**src/design/asgr_pkg.sv**
```systemverilog
// Shared types, byte codes and the color map for the SGR attribute parser.
`timescale 1ns / 1ps
`default_nettype none

package asgr_pkg;

   localparam int unsigned BYTE_W = 8;

   localparam logic [BYTE_W-1:0] ATTR_RESET   = 8'h0F;
   localparam logic [BYTE_W-1:0] CHAR_NONE    = 8'h00;
   localparam logic [BYTE_W-1:0] CHAR_ESC     = 8'h1B;
   localparam logic [BYTE_W-1:0] CHAR_LBRACK  = 8'h5B;
   localparam logic [BYTE_W-1:0] CHAR_ZERO    = 8'h30;
   localparam logic [BYTE_W-1:0] CHAR_ONE     = 8'h31;
   localparam logic [BYTE_W-1:0] CHAR_THREE   = 8'h33;
   localparam logic [BYTE_W-1:0] CHAR_FOUR    = 8'h34;
   localparam logic [BYTE_W-1:0] CHAR_SEVEN   = 8'h37;
   localparam logic [BYTE_W-1:0] CHAR_EQUALS  = 8'h3D;
   localparam logic [BYTE_W-1:0] CHAR_SEMI    = 8'h3B;
   localparam logic [BYTE_W-1:0] CHAR_M       = 8'h6D;

   localparam logic [BYTE_W-1:0] BRIGHT_BIT   = 8'h08;
   localparam logic [BYTE_W-1:0] FG_KEEP_MASK = 8'hF8;
   localparam logic [BYTE_W-1:0] BG_KEEP_MASK = 8'h0F;

   // register map
   localparam int unsigned CSR_ADDR_W = 3;
   localparam logic CSR_IDX_DEFAULT_ATTR = 1'b0;

   typedef enum logic [6:0] {
      PS_WAIT_ESC     = 7'b0000001,
      PS_WAIT_BRACKET = 7'b0000010,
      PS_VALUE        = 7'b0000100,
      PS_FG           = 7'b0001000,
      PS_BG           = 7'b0010000,
      PS_EQUALS       = 7'b0100000,
      PS_END_VALUE    = 7'b1000000
   } parse_state_type;

   // ANSI color number to VGA color order
   function automatic logic [2:0] vga_color(input logic [2:0] ansi);
      logic [2:0] vga;
      case (ansi)
         3'd0: vga = 3'd0;
         3'd1: vga = 3'd4;
         3'd2: vga = 3'd2;
         3'd3: vga = 3'd6;
         3'd4: vga = 3'd1;
         3'd5: vga = 3'd5;
         3'd6: vga = 3'd3;
         3'd7: vga = 3'd7;
         default: vga = 3'd0;
      endcase
      return vga;
   endfunction

endpackage

`default_nettype wire

```
**src/design/asgr_csr.sv**
```systemverilog
// APB-style register file holding the default attribute.
`timescale 1ns / 1ps
`default_nettype none

module asgr_csr (
   input  wire logic                                clock,
   input  wire logic                                reset,
   input  wire logic                                psel,
   input  wire logic                                penable,
   input  wire logic                                pwrite,
   input  wire logic [asgr_pkg::CSR_ADDR_W-1:0]     paddr,
   input  wire logic [31:0]                         pwdata,
   output logic      [31:0]                         prdata,
   output logic                                     pready,
   output logic      [asgr_pkg::BYTE_W-1:0]         default_attr
);

   logic [asgr_pkg::BYTE_W-1:0] default_attr_ff;
   logic [asgr_pkg::BYTE_W-1:0] default_attr_in;
   logic                        wr_hit;

   assign pready = 1'b1;
   assign wr_hit = psel && penable && pwrite
                   && (paddr[2] == asgr_pkg::CSR_IDX_DEFAULT_ATTR);

   always_comb begin
      default_attr_in = default_attr_ff;
      if (wr_hit) begin
         default_attr_in = pwdata[asgr_pkg::BYTE_W-1:0];
      end
   end

   always_ff @(posedge clock) begin
      if (reset) begin
         default_attr_ff <= asgr_pkg::ATTR_RESET;
      end else begin
         default_attr_ff <= default_attr_in;
      end
   end

   always_comb begin
      prdata = 32'd0;
      if (paddr[2] == asgr_pkg::CSR_IDX_DEFAULT_ATTR) begin
         prdata = {24'd0, default_attr_ff};
      end
   end

   assign default_attr = default_attr_ff;

endmodule

`default_nettype wire

```
**src/design/asgr_parser.sv**
```systemverilog
// Escape sequence state machine with current and pending attribute registers.
`timescale 1ns / 1ps
`default_nettype none

module asgr_parser (
   input  wire logic                        clock,
   input  wire logic                        reset,
   input  wire logic                        step,
   input  wire logic [asgr_pkg::BYTE_W-1:0] char_in,
   input  wire logic [asgr_pkg::BYTE_W-1:0] default_attr,
   output logic      [asgr_pkg::BYTE_W-1:0] attr_out,
   output logic      [asgr_pkg::BYTE_W-1:0] char_out
);

   asgr_pkg::parse_state_type   state_ff, state_in;
   logic [asgr_pkg::BYTE_W-1:0] current_ff, current_in;
   logic [asgr_pkg::BYTE_W-1:0] pending_ff, pending_in;
   logic                        is_digit;
   logic [2:0]                  color;

   assign is_digit = (char_in >= asgr_pkg::CHAR_ZERO) && (char_in <= asgr_pkg::CHAR_SEVEN);
   assign color    = asgr_pkg::vga_color(char_in[2:0]);
   assign attr_out = current_ff;

   always_comb begin
      state_in   = state_ff;
      current_in = current_ff;
      pending_in = pending_ff;
      char_out   = asgr_pkg::CHAR_NONE;
      case (state_ff)
         asgr_pkg::PS_WAIT_ESC: begin
            if (char_in == asgr_pkg::CHAR_ESC) begin
               state_in = asgr_pkg::PS_WAIT_BRACKET;
            end else begin
               char_out = char_in;
            end
         end
         asgr_pkg::PS_WAIT_BRACKET: begin
            if (char_in == asgr_pkg::CHAR_LBRACK) begin
               state_in = asgr_pkg::PS_VALUE;
            end else begin
               state_in = asgr_pkg::PS_WAIT_ESC;
               char_out = char_in;
            end
         end
         asgr_pkg::PS_VALUE: begin
            if (char_in == asgr_pkg::CHAR_THREE) begin
               state_in = asgr_pkg::PS_FG;
            end else if (char_in == asgr_pkg::CHAR_FOUR) begin
               state_in = asgr_pkg::PS_BG;
            end else if (char_in == asgr_pkg::CHAR_ZERO) begin
               state_in   = asgr_pkg::PS_END_VALUE;
               pending_in = default_attr;
            end else if (char_in == asgr_pkg::CHAR_ONE) begin
               state_in   = asgr_pkg::PS_END_VALUE;
               pending_in = pending_ff | asgr_pkg::BRIGHT_BIT;
            end else if (char_in == asgr_pkg::CHAR_EQUALS) begin
               state_in = asgr_pkg::PS_EQUALS;
            end else begin
               state_in   = asgr_pkg::PS_WAIT_ESC;
               pending_in = current_ff;
               char_out   = char_in;
            end
         end
         asgr_pkg::PS_FG: begin
            if (is_digit) begin
               state_in   = asgr_pkg::PS_END_VALUE;
               pending_in = (pending_ff & asgr_pkg::FG_KEEP_MASK) | {5'd0, color};
            end else begin
               state_in   = asgr_pkg::PS_WAIT_ESC;
               pending_in = current_ff;
               char_out   = char_in;
            end
         end
         asgr_pkg::PS_BG: begin
            if (is_digit) begin
               state_in   = asgr_pkg::PS_END_VALUE;
               pending_in = (pending_ff & asgr_pkg::BG_KEEP_MASK) | {1'b0, color, 4'd0};
            end else begin
               state_in   = asgr_pkg::PS_WAIT_ESC;
               pending_in = current_ff;
               char_out   = char_in;
            end
         end
         asgr_pkg::PS_EQUALS: begin
            if (char_in == asgr_pkg::CHAR_ONE) begin
               state_in   = asgr_pkg::PS_END_VALUE;
               pending_in = pending_ff & ~asgr_pkg::BRIGHT_BIT;
            end else begin
               state_in   = asgr_pkg::PS_WAIT_ESC;
               pending_in = current_ff;
               char_out   = char_in;
            end
         end
         asgr_pkg::PS_END_VALUE: begin
            if (char_in == asgr_pkg::CHAR_SEMI) begin
               state_in = asgr_pkg::PS_VALUE;
            end else if (char_in == asgr_pkg::CHAR_M) begin
               state_in   = asgr_pkg::PS_WAIT_ESC;
               current_in = pending_ff;
            end else begin
               state_in   = asgr_pkg::PS_WAIT_ESC;
               pending_in = current_ff;
               char_out   = char_in;
            end
         end
         default: begin
            state_in = asgr_pkg::PS_WAIT_ESC;
            char_out = char_in;
         end
      endcase
   end

   always_ff @(posedge clock) begin
      if (reset) begin
         state_ff   <= asgr_pkg::PS_WAIT_ESC;
         current_ff <= asgr_pkg::ATTR_RESET;
         pending_ff <= asgr_pkg::ATTR_RESET;
      end else if (step) begin
         state_ff   <= state_in;
         current_ff <= current_in;
         pending_ff <= pending_in;
      end
   end

   // a completed sequence copies the pending attribute into the current one
   assert property (@(posedge clock) disable iff (reset)
      step && state_ff == asgr_pkg::PS_END_VALUE && char_in == asgr_pkg::CHAR_M
      |=> current_ff == $past(pending_ff))
      else $error("current attribute not committed on sequence end");

   // a broken sequence drops pending changes
   assert property (@(posedge clock) disable iff (reset)
      step && state_ff != asgr_pkg::PS_WAIT_ESC && char_out != asgr_pkg::CHAR_NONE
      |=> state_ff == asgr_pkg::PS_WAIT_ESC && pending_ff == current_ff)
      else $error("aborted sequence left pending attribute");

   assert property (@(posedge clock) disable iff (reset)
      $onehot(state_ff))
      else $error("parser state not one-hot");

endmodule

`default_nettype wire

```
**src/design/ansi_sgr_text_attribute_parser_unit.sv**
```systemverilog
// Top level of the ANSI SGR text attribute parser: channel registers and wiring.
//
// Usage:
//   req channel carries one character byte per transaction (req_char_in).
//   rsp channel returns one transaction per request: rsp_attribute is the
//   attribute in effect before that byte, rsp_char_out the byte to display
//   or 0 when the parser consumed it.
//   An input register holds each accepted byte; the parser state machine
//   between it and the output register handles one byte per cycle while
//   the output register is free. A taken byte waits in the input register;
//   its result is then registered in the output register that drives rsp.
//   Throughput: one transaction per cycle while rsp_ready stays high.
//   When rsp_ready is low the output register holds, the input register
//   keeps one more byte, then req_ready drops until rsp drains.
//   Reset (synchronous, active high) empties both registers, returns the
//   parser to waiting for ESC and sets the default, current and pending
//   attributes to 0x0F. A write of default_attribute (APB, address 0)
//   takes effect at the next SGR code 0.
`timescale 1ns / 1ps
`default_nettype none

module ansi_sgr_text_attribute_parser_unit (
   input  wire logic                                clock,
   input  wire logic                                reset,
   input  wire logic                                req_valid,
   output logic                                     req_ready,
   input  wire logic [asgr_pkg::BYTE_W-1:0]         req_char_in,
   output logic                                     rsp_valid,
   input  wire logic                                rsp_ready,
   output logic      [asgr_pkg::BYTE_W-1:0]         rsp_attribute,
   output logic      [asgr_pkg::BYTE_W-1:0]         rsp_char_out,
   input  wire logic                                psel,
   input  wire logic                                penable,
   input  wire logic                                pwrite,
   input  wire logic [asgr_pkg::CSR_ADDR_W-1:0]     paddr,
   input  wire logic [31:0]                         pwdata,
   output logic      [31:0]                         prdata,
   output logic                                     pready
);

   logic                        in_valid_ff, in_valid_in;
   logic [asgr_pkg::BYTE_W-1:0] in_char_ff;
   logic                        rsp_valid_ff, rsp_valid_in;
   logic [asgr_pkg::BYTE_W-1:0] rsp_attr_ff;
   logic [asgr_pkg::BYTE_W-1:0] rsp_char_ff;
   logic [asgr_pkg::BYTE_W-1:0] default_attr;
   logic [asgr_pkg::BYTE_W-1:0] step_attr;
   logic [asgr_pkg::BYTE_W-1:0] step_char;
   logic                        out_free;
   logic                        advance;
   logic                        req_take;

   asgr_csr u_csr (
      .clock        (clock),
      .reset        (reset),
      .psel         (psel),
      .penable      (penable),
      .pwrite       (pwrite),
      .paddr        (paddr),
      .pwdata       (pwdata),
      .prdata       (prdata),
      .pready       (pready),
      .default_attr (default_attr)
   );

   asgr_parser u_parser (
      .clock        (clock),
      .reset        (reset),
      .step         (advance),
      .char_in      (in_char_ff),
      .default_attr (default_attr),
      .attr_out     (step_attr),
      .char_out     (step_char)
   );

   assign out_free  = !rsp_valid_ff || rsp_ready;
   assign advance   = in_valid_ff && out_free;
   assign req_ready = !in_valid_ff || out_free;
   assign req_take  = req_valid && req_ready;

   always_comb begin
      in_valid_in = in_valid_ff;
      if (req_take) begin
         in_valid_in = 1'b1;
      end else if (advance) begin
         in_valid_in = 1'b0;
      end
      rsp_valid_in = rsp_valid_ff;
      if (advance) begin
         rsp_valid_in = 1'b1;
      end else if (rsp_ready) begin
         rsp_valid_in = 1'b0;
      end
   end

   always_ff @(posedge clock) begin
      if (reset) begin
         in_valid_ff  <= 1'b0;
         rsp_valid_ff <= 1'b0;
      end else begin
         in_valid_ff  <= in_valid_in;
         rsp_valid_ff <= rsp_valid_in;
      end
   end

   always_ff @(posedge clock) begin
      if (req_take) begin
         in_char_ff <= req_char_in;
      end
      if (advance) begin
         rsp_attr_ff <= step_attr;
         rsp_char_ff <= step_char;
      end
   end

   assign rsp_valid     = rsp_valid_ff;
   assign rsp_attribute = rsp_attr_ff;
   assign rsp_char_out  = rsp_char_ff;

   assert property (@(posedge clock) disable iff (reset)
      advance |=> rsp_valid_ff)
      else $error("parsed transaction lost before output register");

   assert property (@(posedge clock) disable iff (reset)
      in_valid_ff && !advance |=> in_valid_ff && $stable(in_char_ff))
      else $error("held input byte changed while output stalled");

   assert property (@(posedge clock) disable iff (reset)
      rsp_valid_ff && !rsp_ready |-> !advance)
      else $error("parser stepped while output register full");

endmodule

`default_nettype wire
```
**config.mk**
```make
export PLATFORM = sky130hd
export DESIGN_NAME = ansi_sgr_text_attribute_parser_unit
export DESIGN_NICKNAME = d
export VERILOG_FILES = /design/src/design/asgr_pkg.sv /design/src/design/asgr_csr.sv /design/src/design/asgr_parser.sv /design/src/design/ansi_sgr_text_attribute_parser_unit.sv
export SDC_FILE = /design/constraint.sdc
export NUM_CORES = 1
export LEC_CHECK = 0
export BUFFER_PORTS_ARGS = -buffer_cell sky130_fd_sc_hd__buf_2
export CAP_MARGIN = 10
export CORE_UTILIZATION = 47
export DETAILED_ROUTE_END_ITERATION = 7
export PLACE_DENSITY_LB_ADDON = 0.15
export SLEW_MARGIN = 10
export SYNTH_ARGS = -nofsm -noshare
export SYNTH_HDL_FRONTEND = slang
export SYNTH_SLANG_ARGS = --single-unit
export TNS_END_PERCENT = 10
```
**constraint.sdc**
```tcl
create_clock -name clock -period 2.04 [get_ports clock]
set_clock_uncertainty 0.1 [all_clocks]
set_input_delay 0.306 -clock clock [delete_from_list [all_inputs] [get_ports clock]]
set_output_delay 0.306 -clock clock [all_outputs]
set_load 0.03 [all_outputs]
```
## Word-level counts from Yosys, hierarchy flattened

Memory sizes are Yosys's and may differ from the RTL's. A register that Yosys moved wholly into a read port is not among the register bits.
Index checks and enable logic that the tools add are counted.

- Bits in registers: 57
- ROM bits: 24
- Input port bits: 50
- Output and inout port bits: 51
- Memories kept: 1

Memories:

| memory | depth | bits a word | read ports | clocked after Yosys merged registers in | write ports | RTL line | text |
|---|---|---|---|---|---|---|---|
| (name not given) | 8 | 3 | 1 | 1 | 0 | asgr_pkg.sv:43 | `case (ansi)` |

- Magnitude comparators: 2
- Equality and inequality tests: 24
- Mux-type cells: 40
- Bitwise operators: 4
- Reductions and logical operators: 18

Operator list:

| operator | count |
|---|---|
| $mux 8 | 22 |
| $mux 7 | 7 |
| $eq 8x6->1 const B | 6 |
| $pmux 8 s6 | 1 |
| $pmux 7 s6 | 1 |
| $pmux 8 s5 | 1 |
| $eq 8x7->1 const B | 2 |
| $mux 3 | 3 |
| $eq 8x5->1 const B | 1 |
| $ge 8x6->1 const B | 1 |
| $le 8x6->1 const B | 1 |
| $ne 2x2->1 const B | 4 |
| $or 8x3->8 | 1 |
| $reduce_and 8->1 | 1 |
| $eq 7x1->1 const B | 1 |
| $eq 7x2->1 const B | 1 |
| $eq 7x3->1 const B | 1 |
| $eq 7x4->1 const B | 1 |
| $eq 7x5->1 const B | 1 |
| $eq 7x6->1 const B | 1 |
| $eq 7x7->1 const B | 1 |
| $or 4x7->7 | 1 |
| $logic_and 1x1->1 | 6 |
| $mux 6 | 1 |
| 13 further kinds | 21 |

## Depth between registers and ports, before layout

- Word-level depth: 7
- Depth in mapped cells: 8

## Hierarchy

From an unflattened synthesis, not the netlist that was laid out.

- Cells, all modules: 350
- Area, all modules: 3490.8 um^2

By module, submodules not included:

| module | instances | cells an instance | area each (um^2) | seq. area each (um^2) |
|---|---|---|---|---|
| asgr_parser | 1 | 246 | 2055.7 | 460.4 |
| ansi_sgr_text_attribute_parser_unit | 1 | 34 | 824.5 | 760.7 |
| asgr_csr | 1 | 70 | 610.6 | 160.2 |

## Worst setup path after synthesis

OpenSTA, ideal clock, no wires.

- Kind: flip-flop to flip-flop
- Start point: reg in_char_ff[6] in the netlist's numbering
- End point: reg u_parser.pending_ff[3] in the netlist's numbering
- Setup time: 122 ps
- Arrival time: 1922 ps
- Required time: 1818 ps
- Slack: -104 ps
- Stages on the path, launching flop included: 8
- Cells stage by stage: edfxtp_1 -> nand4bb_4 -> or4_1 -> buf_2 -> buf_2 -> a21oi_1 -> o22ai_1 -> a221o_1

- Word-level cells in the longest chain between the ends: 6
- Elaborated cells on any way between the ends: 25
- Those cells by class: 2 x order compare; 11 x eq/ne; 10 x mux; 2 x reduce/logical

RTL lines:

| element | RTL line | text |
|---|---|---|
| start, declared | ansi_sgr_text_attribute_parser_unit.sv:42 | `logic [asgr_pkg::BYTE_W-1:0] in_char_ff;` |
| start signal, assigned | ansi_sgr_text_attribute_parser_unit.sv:108 | `in_char_ff <= req_char_in;` |
| $eq 8x6->1 | asgr_parser.sv:54, asgr_parser.sv:86 |  |
| $mux 8 | asgr_parser.sv:54 | `end else if (char_in == asgr_pkg::CHAR_ONE) begin` |
| $mux 8 | asgr_parser.sv:51 | `end else if (char_in == asgr_pkg::CHAR_ZERO) begin` |
| $mux 8 | asgr_parser.sv:49 | `end else if (char_in == asgr_pkg::CHAR_FOUR) begin` |
| $mux 8 | asgr_parser.sv:47 | `if (char_in == asgr_pkg::CHAR_THREE) begin` |
| $pmux 8 s5 | asgr_parser.sv:30 | `case (state_ff)` |
| end signal, assigned | asgr_parser.sv:118 | `pending_ff <= asgr_pkg::ATTR_RESET;` |
| end signal, assigned | asgr_parser.sv:122 | `pending_ff <= pending_in;` |
| end, declared | asgr_parser.sv:17 | `logic [asgr_pkg::BYTE_W-1:0] pending_ff, pending_in;` |

Parallel ways exist; a longest one is shown, timed or not. The select of a mux whose other input is x is not followed.
A chain may end at the register's enable or synchronous reset.

## Worst setup path in the final report

- Start point: reg u_parser.state_ff[4]
- End point: reg u_parser.pending_ff[4] in the netlist's numbering

- Word-level cells in the longest chain between the ends: 3
- Elaborated cells on any way between the ends: 14
- Those cells by class: 11 x eq/ne; 1 x mux; 2 x reduce/logical

RTL lines:

| element | RTL line | text |
|---|---|---|
| start, declared | asgr_parser.sv:15 | `asgr_pkg::parse_state_type state_ff, state_in;` |
| start signal, assigned | asgr_parser.sv:116 | `state_ff <= asgr_pkg::PS_WAIT_ESC;` |
| start signal, assigned | asgr_parser.sv:120 | `state_ff <= state_in;` |
| $eq 7x3->1, or another cell as far along | asgr_parser.sv:30 |  |
| $ne 3x2->1 (no source line), or another cell as far along | -- |  |
| $reduce_and 8->1 (no source line) | -- |  |

Parallel ways exist; a longest one is shown, timed or not.

==> metrics.md <==
| Metric | Value |
|---|---|
| Status | `finished with violations` |
| Failing checks | `negative setup slack` |
| Ports | `roughly 100` |
| Routed length per placed instance | `between 10 and 15 µm` |
| Worst setup EP type | `flop` |
| Syn Area/Cell | `around 9.2 µm²` |
| Hold crit path type | `primary input to flop` |
| Port Buffers | `49` |
| DPL Wire Length | `about 6200 µm` |
| Startpoint Class | `flop` |
| Tot GR Track Use | `23.3%` |
| Pre-CTS setup slack | `-0.237 ns` |
| Internal Pwr Total | `1.93 mW` |
| Flop2flop setup slack | `-0.24 ns` |
| RSZ-0062 raised after global routing | `true` |
| DP Area | `about 4000 µm²` |
| CORE AREA | `between 6000 and 7000 µm²` |
| Htree depth | `3` |
| DIE AREA | `between 7000 and 8000 µm²` |
| Crit path buffers/inverters | `0` |
| Final setup violation count | `26` |
| CTS Buf Count | `9` |
| CP Depth | `6` |
| Clock transition at path regs | `0.07 ns` |
| VDD IR max | `~0.54 mV` |
| Worst hold path endpoint | `in_char_ff[6]$_DFFE_PP_` |
| PnR worst setup slack | `-0.238 ns` |
| CTS tree | `done` |
| DRT iter0 DRCs | `between 200 and 250` |
| Antenna cells | `0` |
| Post-synth top cells | `nand2_1 (44), dfxtp_1 (36), nor2_1 (33)` |
| Number of global-route vias before repair | `roughly 2,700` |
| Crit path cell chain | `or4b_4 > nor4_4 > o2bb2ai_1 > a211oi_1 > or3_1 > a21oi_2` |
| Synth warn | `0` |
| Yosys reg bits | `60` |
| Slew HR | `60.4%` |
| Post-synth EDFFs | `24` |
| Fin area | `4520 µm²` |
| Detailed Routing Iterations Pass 1 | `6` |
| Reg2reg path depth | `6` |
| Synth Flop Type | `dfxtp_1` |
| Hold Startpoint | `req_char_in[6]` |
| Initial core utilization | `approximately half` |
| Netlist Area Pre-Place | `approximately 3400 µm²` |
| CTS Buffer Depth | `2` |
| Combinational group share of total power | `around 11%` |
| Slowest cell on the critical path | `or4b_4` |
| Fin nets | `~540` |
| Clock latency on the worst-skew pair | `approximately 0.34 ns` |
| Clock sinks | `60` |
| Synth cell types | `slightly below 70` |
| Seq pwr share | `about half` |
| Pin count of the biggest net entering global routing | `30` |
| Share of the synthesized area in the top cell type | `about a fifth` |
| Setup_tns | `-3.27 ns` |
| Worst r2r src | `u_parser.state_ff[4]$_SDFFE_PP0P_` |
| Hold depth | `1` |
| Period utilisation layout | `112%` |
| Min Tclk post-route | `2.28 ns` |
| Leak | `between 1.5 and 2 nW` |
| Worst-Margin Slew | `between 0.5 and 0.6 ns` |
| First-pass GRT wire length | `~13,000 µm` |
| Crit path kind | `flop to flop` |
| Synth-to-Final Area Change | `31.8%` |
| DR vias/cell | `about 5.2` |
| Sequential area share after synthesis | `~42%` |
| NetSw | `just under 0.7 mW` |
| Fraction of layout cells with a size suffix above 1 | `a little under two fifths` |
| Yosys top cell by area | `dfxtp_1` |
| Routability Congestion | `slightly below 0.9` |
| Pins over their slew limit | `0` |
| Initial antenna violation count | `0` |
| Root Buffer | `clkbuf_8` |
| Total power | `approximately 2.6 mW` |
| Post-synth ARST share | `0%` |
| Row cnt | `30` |
| Die width | `87.4 µm` |
| Via count | `between 3,000 and 4,000` |
| DRC viols | `0` |
| Routed wire length | `roughly 8500 µm` |
| Reg2reg end | `u_parser.pending_ff[4]$_SDFFE_PP0P_` |
| Fraction of power consumed by the clock network | `roughly 40%` |
| Power per cell area | `slightly below 600 nW/µm²` |
| Max-Cap Viols | `0` |
| Sw frac | `a little over a quarter` |
| Routed Antenna Nets | `0` |
| Congestion Overflow GR | `0` |
| Final hold viol count | `0` |
| CP top delay family | `simple AND/OR/NAND/NOR gates` |
| Required time of the critical path | `approximately 2.2 ns` |
| Most instantiated library cell after synthesis | `nand2_1` |
| Cells after synthesis | `371` |
| Max Clk Rate | `approximately 440 MHz` |
| Die height | `just under 90 µm` |
| CP Max Fanout | `7` |
| Crit-path max cell delay | `a little under 0.6 ns` |
| CP arrival | `2.45 ns` |
| Synth area leaders | `dfxtp_1 (21%), edfxtp_1 (21%), buf_4 (6.6%)` |
==> power by group through the flow <==
stage / clock network (mW) / registers (mW) / logic (mW)
after floorplan: 0 / 1.35 / 0.197
after global placement: 0 / 1.33 / 0.271
after detailed placement: 0 / 1.33 / 0.272
after CTS: 1.07 / 1.30 / 0.282
after global routing: 1.12 / 1.30 / 0.307
final: 1.04 / 1.30 / 0.286
==> stage by stage <==
step	instances	hold slack, ns	util (%)
after global placement	564	0.314	59.6
after detailed placement	564	0.315	59.6
after floorplan	394	0.305	-
after global routing	589	0.0290	65.4
final	589	0.0395	65.4
after CTS	585	0.0281	63.9
==> per-layer routing <==
metal | track usage (%) | part of all wire (%)
met5 | 0 | 0
met4 | 10.3 | 0.87
met3 | 4.64 | 5.5
met2 | 34.1 | 46
met1 | 33.3 | 48
==> state kept, by name, indices dropped and copies added, names as in the netlist <==
signal               flops
rsp_char_out             8
u_parser.attr_out        8
in_char_ff               8
u_parser.color           3
u_parser.pending_ff      8
rsp_valid                1
u_parser.state_ff        7
in_valid_ff              1
u_csr.default_attr       8
rsp_attribute            8
==> placed cells by master, fill, tap and decap left out, types with 5 or more instances in the layout <==
| cell | instances |
|---|---|
| nand4b_1 | 5 |
| nor2_1 | 33 |
| nand3_1 | 9 |
| edfxtp_1 | 24 |
| a21oi_1 | 21 |
| conb_1 | 25 |
| a21boi_1 | 5 |
| buf_4 | 80 |
| buf_2 | 49 |
| o21ai_0 | 6 |
| o211ai_1 | 5 |
| nand2_1 | 44 |
| nor2b_1 | 9 |
| clkbuf_8 | 9 |
| dfxtp_1 | 30 |
| inv_1 | 13 |
==> logic make-up (layout without fill, tap and decap cells) <==
family	after synthesis	in the layout	share of synthesized area (%)
flops	60	60	42.0
buf+inv	62	161	10.7
mux	7	7	2.15
compound gates	92	92	19.3
simple gates	142	142	23.9
xor+xnor	6	6	1.75
other cells	2	25	0.219
==> final cells by class <==
class                      count  area (µm²)
timing repair buffer         132         880
clock buffer                  10         128
multi-input combinational    272        1820
tap                           96         120
fill                         584        2390
inverter                      13        48.8
sequential                    60        1460
clock inverter                 6        63.8
==> how the worst max path moves through the flow <==
stage	from	slack [ns]	endpoint
final	u_parser.state_ff[4]$_SDFFE_PP0P_	-0.24	u_parser.pending_ff[4]$_SDFFE_PP0P_
after global routing	u_parser.state_ff[3]$_SDFFE_PP0P_	-0.32	u_parser.pending_ff[2]$_SDFFE_PP1P_
after CTS	in_char_ff[2]$_DFFE_PP_	-0.19	u_parser.pending_ff[2]$_SDFFE_PP1P_
after detailed placement	u_parser.state_ff[4]$_SDFFE_PP0P_	-0.24	u_parser.pending_ff[4]$_SDFFE_PP0P_
after global placement	u_parser.state_ff[4]$_SDFFE_PP0P_	-0.24	u_parser.pending_ff[4]$_SDFFE_PP0P_
after floorplan	rsp_valid$_SDFFE_PP0P_	-0.07	u_parser.state_ff[0]$_SDFFE_PP1P_
==> what timing repair did <==
action                                  in CTS  in global routing
cloned                                       0                  0
hold endpoints to repair                     0                  0
resized for setup                           16                 18
buffers inserted                             5                  4
hold buffers                                 0                  0
endpoints found under the setup margin      26                 29
pin swaps                                   10                  9
Power figures use the tool's default switching activity.
